## src/rtl/core/mm64_pkg.sv

```systemverilog
// Package for the streaming 64-bit murmur hash unit.
// Holds the sequencer state type, the mixing constants and small helper functions.
// No dependencies.
package mm64_pkg;

    // Mixing multiplier and shift of the 64-bit murmur scheme
    localparam logic [63:0] MIX_MUL   = 64'hc6a4a7935bd1e995;
    localparam int unsigned MIX_SHIFT = 47;

    // Halves of the multiplier, fed one at a time to the shared 32x32 unit
    localparam logic [31:0] MIX_MUL_LO = MIX_MUL[31:0];
    localparam logic [31:0] MIX_MUL_HI = MIX_MUL[63:32];

    // Sequencer states
    typedef enum logic [2:0] {
        ST_IDLE,
        ST_LEN_MUL,
        ST_DISPATCH,
        ST_W_MUL1,
        ST_W_MUL2,
        ST_H_MUL,
        ST_TAIL_MUL,
        ST_FIN_MUL
    } t_state;

    // Partial-product step of the shared multiplier
    typedef enum logic [1:0] {
        STEP_LO_LO,
        STEP_HI_LO,
        STEP_LO_HI
    } t_step;

    // Keep the low bytes of a tail word, 1 to 7 bytes
    function automatic logic [63:0] tail_mask(input logic [2:0] bytes);
        logic [63:0] mask;
        mask = '0;
        for (int b = 0; b < 8; b++) begin
            if (3'(b) < bytes) begin
                mask[b*8 +: 8] = 8'hff;
            end
        end
        return mask;
    endfunction

    // Fold the top bits down: x ^ (x >> 47)
    function automatic logic [63:0] fold_shift(input logic [63:0] x);
        return x ^ (x >> MIX_SHIFT);
    endfunction

endpackage

```

## src/rtl/core/murmur64a_stream_hash_unit.sv

```systemverilog
// Streaming 64-bit murmur hash unit, top level.
// Depends on mm64_pkg (state type, mixing constants, helper functions).
//
// Takes a message as little-endian 64-bit words and returns one 64-bit hash
// per message, on the transaction that carries the last word. The first word
// also carries the total byte length, which is mixed with the seed register.
// All multiplications mod 2^64 by the mixing constant go through one shared
// 32x32 multiplier, partial product by partial product. An input transaction
// is accepted only while the sequencer is idle. A full word is dispatched and
// multiplied three times, after a length multiplication if first and before
// a final avalanche if last. A tail word of 1 to 7 bytes gets a multiply and
// the avalanche, an empty last word just the avalanche; a short word before
// the last sets the error flag. The result sits in an output register; the
// final multiplication holds only while that register is full and stalled.
// Write the seed only while no message is in progress.
module murmur64a_stream_hash_unit (
    input  logic        i_clk,
    input  logic        i_rst_n,
    // configuration
    input  logic        i_cfg_we,
    input  logic [63:0] i_cfg_data,
    // input channel
    input  logic        i_in_valid,
    output logic        o_in_stall,
    input  logic [63:0] i_data_word,
    input  logic [3:0]  i_word_bytes,
    input  logic        i_first_word,
    input  logic        i_last_word,
    input  logic [31:0] i_message_length,
    // output channel
    output logic        o_out_valid,
    input  logic        i_out_stall,
    output logic [63:0] o_hash_value,
    output logic        o_framing_error
);
    import mm64_pkg::*;

    // Control and hash state
    t_state      r_state, n_state;
    t_step       r_step, n_step;
    logic [63:0] r_seed;
    logic [63:0] r_hash, n_hash;
    logic        r_err, n_err;
    logic [63:0] r_op, n_op;
    logic [63:0] r_acc, n_acc;

    // Captured transaction
    logic [63:0] r_word;
    logic        r_full;
    logic [2:0]  r_bytes;
    logic        r_last;

    // Output register
    logic        r_out_valid, n_out_valid;
    logic [63:0] r_out_hash, n_out_hash;
    logic        r_out_err, n_out_err;

    // Shared multiplier
    logic [31:0] w_mul_a;
    logic [31:0] w_mul_b;
    logic [63:0] w_pp;
    logic [63:0] w_mul_res;
    logic        w_in_mul;
    logic        w_mul_done;
    logic        w_accept;
    logic        w_out_free;

    // Pick the operand halves for this partial product
    always_comb begin
        w_mul_a = (r_step == STEP_HI_LO) ? r_op[63:32] : r_op[31:0];
        w_mul_b = (r_step == STEP_LO_HI) ? MIX_MUL_HI : MIX_MUL_LO;
    end

    assign w_pp = w_mul_a * w_mul_b;

    // Accumulate the low 64 bits of op * MIX_MUL
    assign w_mul_res = (r_step == STEP_LO_LO) ? w_pp : r_acc + {w_pp[31:0], 32'h0};

    assign w_in_mul   = (r_state == ST_LEN_MUL) || (r_state == ST_W_MUL1) ||
                        (r_state == ST_W_MUL2) || (r_state == ST_H_MUL) ||
                        (r_state == ST_TAIL_MUL) || (r_state == ST_FIN_MUL);
    assign w_mul_done = (r_step == STEP_LO_HI);
    assign w_accept   = i_in_valid && (r_state == ST_IDLE);
    assign w_out_free = !r_out_valid || !i_out_stall;

    // Next state and datapath
    always_comb begin
        n_state     = r_state;
        n_step      = r_step;
        n_hash      = r_hash;
        n_err       = r_err;
        n_op        = r_op;
        n_acc       = r_acc;
        n_out_valid = r_out_valid && i_out_stall;
        n_out_hash  = r_out_hash;
        n_out_err   = r_out_err;

        // Advance the multiplier through its partial products
        if (w_in_mul && !w_mul_done) begin
            n_step = (r_step == STEP_LO_LO) ? STEP_HI_LO : STEP_LO_HI;
            n_acc  = w_mul_res;
        end

        unique case (r_state)
            ST_IDLE: begin
                if (w_accept) begin
                    n_op    = {32'h0, i_message_length};
                    n_step  = STEP_LO_LO;
                    n_state = i_first_word ? ST_LEN_MUL : ST_DISPATCH;
                end
            end
            ST_LEN_MUL: begin
                if (w_mul_done) begin
                    n_hash  = r_seed ^ w_mul_res;
                    n_err   = 1'b0;
                    n_step  = STEP_LO_LO;
                    n_state = ST_DISPATCH;
                end
            end
            ST_DISPATCH: begin
                if (r_full) begin
                    n_op    = r_word;
                    n_state = ST_W_MUL1;
                end else if (!r_last) begin
                    n_err   = 1'b1;
                    n_state = ST_IDLE;
                end else if (r_bytes != 3'd0) begin
                    n_op    = r_hash ^ (r_word & tail_mask(r_bytes));
                    n_state = ST_TAIL_MUL;
                end else begin
                    n_op    = fold_shift(r_hash);
                    n_state = ST_FIN_MUL;
                end
            end
            ST_W_MUL1: begin
                if (w_mul_done) begin
                    n_op    = fold_shift(w_mul_res);
                    n_step  = STEP_LO_LO;
                    n_state = ST_W_MUL2;
                end
            end
            ST_W_MUL2: begin
                if (w_mul_done) begin
                    n_op    = r_hash ^ w_mul_res;
                    n_step  = STEP_LO_LO;
                    n_state = ST_H_MUL;
                end
            end
            ST_H_MUL: begin
                if (w_mul_done) begin
                    n_hash  = w_mul_res;
                    n_op    = fold_shift(w_mul_res);
                    n_step  = STEP_LO_LO;
                    n_state = r_last ? ST_FIN_MUL : ST_IDLE;
                end
            end
            ST_TAIL_MUL: begin
                if (w_mul_done) begin
                    n_hash  = w_mul_res;
                    n_op    = fold_shift(w_mul_res);
                    n_step  = STEP_LO_LO;
                    n_state = ST_FIN_MUL;
                end
            end
            ST_FIN_MUL: begin
                // Hold on the last partial product until the output register frees
                if (w_mul_done && w_out_free) begin
                    n_out_hash  = fold_shift(w_mul_res);
                    n_out_err   = r_err;
                    n_out_valid = 1'b1;
                    n_err       = 1'b0;
                    n_step      = STEP_LO_LO;
                    n_state     = ST_IDLE;
                end
            end
            default: begin
                n_state = ST_IDLE;
            end
        endcase
    end

    // Port outputs
    always_comb begin
        o_in_stall      = (r_state != ST_IDLE);
        o_out_valid     = r_out_valid;
        o_hash_value    = r_out_hash;
        o_framing_error = r_out_err;
    end

    // Control registers
    always_ff @(posedge i_clk) begin
        if (!i_rst_n) begin
            r_state     <= ST_IDLE;
            r_step      <= STEP_LO_LO;
            r_seed      <= '0;
            r_hash      <= '0;
            r_err       <= 1'b0;
            r_out_valid <= 1'b0;
        end else begin
            r_state     <= n_state;
            r_step      <= n_step;
            r_hash      <= n_hash;
            r_err       <= n_err;
            r_out_valid <= n_out_valid;
            if (i_cfg_we) begin
                r_seed <= i_cfg_data;
            end
        end
    end

    // Payload registers
    always_ff @(posedge i_clk) begin
        r_op       <= n_op;
        r_acc      <= n_acc;
        r_out_hash <= n_out_hash;
        r_out_err  <= n_out_err;
        if (w_accept) begin
            r_word  <= i_data_word;
            r_full  <= i_word_bytes[3];
            r_bytes <= i_word_bytes[2:0];
            r_last  <= i_last_word;
        end
    end

endmodule

```

## config.mk

```make
export PLATFORM = sky130hd
export DESIGN_NAME = murmur64a_stream_hash_unit
export DESIGN_NICKNAME = d
export VERILOG_FILES = /design/src/rtl/core/mm64_pkg.sv /design/src/rtl/core/murmur64a_stream_hash_unit.sv
export SDC_FILE = /design/constraint.sdc
export NUM_CORES = 2
export LEC_CHECK = 0
export ABC_CLOCK_PERIOD_IN_PS = 26100
export BUFFER_PORTS_ARGS = -buffer_cell sky130_fd_sc_hd__buf_2
export CAP_MARGIN = 20
export CORE_MARGIN = 8
export CORE_UTILIZATION = 35
export DETAILED_ROUTE_END_ITERATION = 12
export PLACE_DENSITY = 0.52
export SYNTH_ARGS = -nofsm -noshare
export SYNTH_HDL_FRONTEND = slang
export SYNTH_SLANG_ARGS = --single-unit
export TNS_END_PERCENT = 30
```

## constraint.sdc

```tcl
create_clock -name i_clk -period 26.1 [get_ports i_clk]
set_input_delay 1.305 -clock i_clk [delete_from_list [all_inputs] [get_ports i_clk]]
set_output_delay 1.305 -clock i_clk [all_outputs]
set_load 0.02 [all_outputs]
```

; Word level (Yosys, flattened, before mapping)
; Index checks and enable logic that the tools add are counted.
[totals]
output_inout_bits = 67
wordCells = 158
in_bits = 171
ff_bits = 397
[classes]
muxes = 79
bitwise_logic = 6
addsub = 1
multipliers = 1
eq_ne = 21
reduce_logical = 28
n_lt_le_gt_ge = 8
[op_table]
columns = op, count
row1 = 2-to-1 mux 64 bit, 9
row2 = 2-to-1 mux 8 bit, 40
row3 = one-hot mux 64 bit (4 select lines), 1
row4 = XOR 64 bit, 3
row5 = one-hot mux 64 bit (2 select lines), 1
row6 = XOR 64 x 17 -> 64 bit, 2
row7 = adder 64 bit, 1
row8 = AND 64 bit, 1
row9 = multiplier 32 x 32 -> 64 bit, 1
row10 = 2-to-1 mux 32 bit, 2
row11 = 2-to-1 mux 3 bit, 10
row12 = one-hot mux 3 bit (8 select lines), 1
row13 = "!= test 2 bit, second input constant", 8
row14 = "equality test 3 bit, second input constant", 4
row15 = "less-than comparator 3 bit, first input constant", 4
row16 = 2-to-1 mux 2 bit, 6
row17 = AND reduction 5 bit, 2
row18 = nonzero test 3 bit, 3
row19 = 2-to-1 mux 1 bit, 7
row20 = AND reduction 7 bit, 1
row21 = "equality test 3 x 2 -> 1 bit, second input constant", 2
row22 = logical OR 1 bit, 6
row23 = "less-than comparator 1 x 3 -> 1 bit, first input constant", 2
row24 = "less-than comparator 2 x 3 -> 1 bit, first input constant", 2
row25 = 18 further kinds, 25

; Logic depth before layout (Yosys ltp)
[logic_depth]
word_depth = 12
depth_mapped = 43
depth_no_buf = 40

; Worst setup path before layout
; OpenSTA, ideal clock, no wires.
[synth_timing]
path_type = reg-to-reg
start = reg r_step[0]
end = reg r_op[63], data pin
setup_time_ns = 0.275
t_required_ns = 25.825
t_arrival_ns = 10.461
stages_incl_launch_ff = 42
path_slack_ns = 15.364
period_less_slack_ns = 10.736
path_cell_list = dfxtp_1 -> nor2b_1 -> clkbuf_1 -> clkbuf_1 -> clkbuf_1 -> buf_1 -> mux2i_1 -> inv_1 -> nand2_1 -> inv_1 -> ha_1 -> fa_1 -> inv_1 -> fa_1 -> fa_1 -> inv_1 -> fa_1 -> inv_1 -> [6 not listed] -> ha_1 -> inv_1 -> o21bai_1 -> a221oi_1 -> o21a_1 -> o21ai_0 -> xnor2_1 -> ha_1 -> nand4_1 -> or2_2 -> a211oi_1 -> nor3_1 -> o31ai_1 -> xor2_1 -> nor2_1 -> a211oi_4 -> xnor2_1 -> o221ai_1
[synth_between]
elab_chain_len = 8
elab_cells_between_ends = 13
classes_between = add/sub: 1 / mul: 1 / eq/ne: 2 / mux: 6 / bitwise: 2 / reduce/logical: 1
[synth_rtl]
columns = element, line
row1 = from (decl), murmur64a_stream_hash_unit.sv:40  ; t_step r_step, n_step;
row2 = from (signal assigned), murmur64a_stream_hash_unit.sv:201  ; r_step <= n_step;
row3 = equality test 2 x 1 -> 1 bit / equality test 2 bit (equally long branches), "murmur64a_stream_hash_unit.sv:70, murmur64a_stream_hash_unit.sv:71"
row4 = "2-to-1 mux 32 bit, on equally long branches", "murmur64a_stream_hash_unit.sv:70, murmur64a_stream_hash_unit.sv:71"
row5 = multiplier 32 x 32 -> 64 bit, murmur64a_stream_hash_unit.sv:74  ; assign w_pp = w_mul_a * w_mul_b;
row6 = adder 64 bit, murmur64a_stream_hash_unit.sv:77  ; assign w_mul_res = (r_step == STEP_LO_LO) ? w_pp : r_acc + {w_pp[31:0], 32'h0};
row7 = 2-to-1 mux 64 bit *, murmur64a_stream_hash_unit.sv:77
row8 = named net w_mul_res[63], murmur64a_stream_hash_unit.sv:62  ; logic [63:0] w_mul_res;
row9 = XOR 64 x 17 -> 64 bit / XOR 64 bit (equally long branches), "mm64_pkg.sv:47, murmur64a_stream_hash_unit.sv:144"
row10 = "2-to-1 mux 64 bit, on equally long branches", n/a
row11 = one-hot mux 64 bit (4 select lines) *, murmur64a_stream_hash_unit.sv:104  ; unique case (r_state)
row12 = named net n_op[63], murmur64a_stream_hash_unit.sv:44  ; logic [63:0] r_op, n_op;
row13 = to (signal assigned), murmur64a_stream_hash_unit.sv:213  ; r_op <= n_op;
row14 = to (decl), murmur64a_stream_hash_unit.sv:44
; Mark *: on every way through the listed nets, which the timed path passes. The rest lies on a longest branch. The select of a mux whose other input is x is not followed.
; A chain may end at the register's enable or synchronous reset.

; Worst setup path in the final report
; Same ends and word-level chain as after synthesis.

==> flow_summary.ini <==
[route]
first_iter_violations = 3105
wire_per_inst_microns = 26.30
drc = 0
drtPass1Iterations = 6
postRouteWirelength_microns = 170200
num_vias = 34280
ant_nets = 0
vias_per_cell = 5.298

[timing]
slew_headroom_pct = 19.23
fin_worst_skew_ps = 48.89
worst_slew_pin_slew_ps = 1204
drv_slew = 0
hold_viol_final = 0
fmax_ghz = 0.07980
rsz0062_at_grt = no
setup_viol = 0
fin_crit_ps = 12530
period_share_pct = 48.01
tns_ps = 0

[floorplanning]
die_area_sq_um = 140900
die_height_microns = 375.4
initial_core_util_pct = 35.10
ios = 238
rows = 132
die_w_microns = 375.4
core_area_sq_um = 128800

[outcome]
status = complete, no violations

[cells_and_area]
final_cell_mix = inv_1 (819), fa_1 (607), ha_1 (434)
final_cell_area_sq_um = 49750
layout.cells.most_common = inv_1
area_delta_synth_final_pct = 10.03
nFillCells = 12920
layout-drive-gt1-share_pct = 9.203
finalNonFillerCells = 6471
nNetsFinal = 5973

[synthesis]
synthCells = 4618
netlist_area_sq_um = 45220
postSynthAreaPerCell_sq_um = 9.791
synth_edf_count = 262
ys_types = 91
synth_compound_area_share_pct = 11.04
ys_async_sr_fraction_pct = 0
muxShareOfSynthArea_pct = 3.274
yosysSeqAreaShare_pct = 23.38
synthAdderAreaFrac_pct = 38.88
synthSimpleGateAreaFrac_pct = 10.36
synth_warnings = 0
synth_top_family_by_area = adder cells
synth_ff_type = edfxtp_1
synth_seq_cells = 397
synth_xor_area_share_pct = 4.563

[cts]
post_cts_buffers = 0
cts_tree = done
cts-root-buf = clkbuf_16
clock-sinks = 397
clock_latency_ps = 620
post_cts_resize_count = 0
clkTransAtPathRegs_ps = 70
clk_path_buf_depth = 3
cts_hold_buf = 0
cts_htree_levels = 2
cts_made_buffers = 40

[worst_setup_path]
end_kind = flop
critPathMostFrequentCell = inv_1
cp.required_ps = 26370
path_max_fanout = 31
worstPathArrival_ps = 12800
crit_path_max_incr_delay_ps = 600
startpoint_type = flop
cpMaxStageDelayCell = buf_4
rrSetupSlack_ps = 13570
path_class = flop to flop

[placed_design]
gp_congestion = 0.9563
place_inst = 6394
dpl-instance-area_sq_um = 48290
place_hpwl_microns = 142400
port-buffer-count = 237

[worst_hold_path]
min_path_type = flop to flop

[global_routing]
grt_pass1_wl_microns = 247500
grtUsageTotal_pct = 23.67
grt_pass1_vias = 34960
antenna_found_initial = 10
grt-ovfl-total = 0
grt_max_degree = 89

[job]
max_cap_viol_count = 0
cells by family after synthesis:
family	after synthesis
DFF	397
and+or+nand+nor	998
other	2
buffers and inverters	1019
adders and majority gates	1041
xor gates and xnor gates	234
muxes	144
AOI/OAI and AO/OA	783
sequential cells by signal (all words and copies together) (netlist names):
name,flops
r_seed,64
r_full,1
r_err,1
o_out_valid,1
o_framing_error,1
r_state,3
r_acc,64
r_hash,64
o_hash_value,64
r_bytes,3
r_step,2
r_op,64
r_word,64
r_last,1
layer usage:
layer	GRT usage, %	vias to the layer above	wire length [microns]
li1	-	15420	-
met1	32.60	17280	73690
met2	38.55	1394	78400
met3	4.069	191	12900
met4	6.265	2	5180
met5	0	-	12
per-stage QoR:
step	setup WS (ps)	util (%)	hold slack [ps]
after floorplan	15360	-	409.1
after global placement	13580	37.47	486.5
after detailed placement	13760	37.49	489.3
after global routing	13150	38.61	531.4
final	13570	38.62	500.1
after CTS	13630	38.61	503.3
path summary, 6_finish.rpt:
kind                   start         end  cells past startpoint
hold / removal    r_hash[43]  r_hash[43]                      2
setup / recovery   r_step[0]    r_op[63]                     38
setup reg to reg   r_step[0]    r_op[63]                     38
hold reg to reg   r_hash[43]  r_hash[43]                      2
final cells by class:
cell class	instances	area, sq um	share of cell area (%)
inverter	824	3093	6.217
tap	1675	2096	4.212
clock inverter	18	309.0	0.6212
sequential	397	10570	21.25
antenna	4	10.01	0.02012
timing repair buffer	293	1632	3.279
clock buffer	55	1139	2.289
multi-input combinational	3205	30900	62.11
synth_stat cells (all sizes together) (27+ instances only):
library cell | n | area [sq um]
xor2 | 92 | 805.8
dfxtp | 135 | 2703
clkbuf | 168 | 630.6
o21ai | 247 | 1255
a21oi | 205 | 1037
a21o | 94 | 705.7
xnor2 | 141 | 1235
ha | 434 | 5430
nor2b | 93 | 581.8
nand3 | 52 | 260.3
edfxtp | 262 | 7868
mux2i | 122 | 1221
and2 | 63 | 394.1
nor3 | 38 | 195.2
nand2 | 398 | 1496
buf | 27 | 116.4
fa | 607 | 12150
inv | 819 | 3074
nor2 | 213 | 799.5
nand4 | 33 | 206.5
critical path, delay by kind of cell, from the launching register on:
kind,cells,cell delay (ps)
xor+xnor,3,1150
fa+ha+maj,10,4640
simple gates,6,1410
buf+inv,10,1600
compound gates,8,2410
mux,1,390
flops,1,530
Power is not shown: default switching activity piles up to over one toggle a cycle in this logic, so the estimate is an artifact.
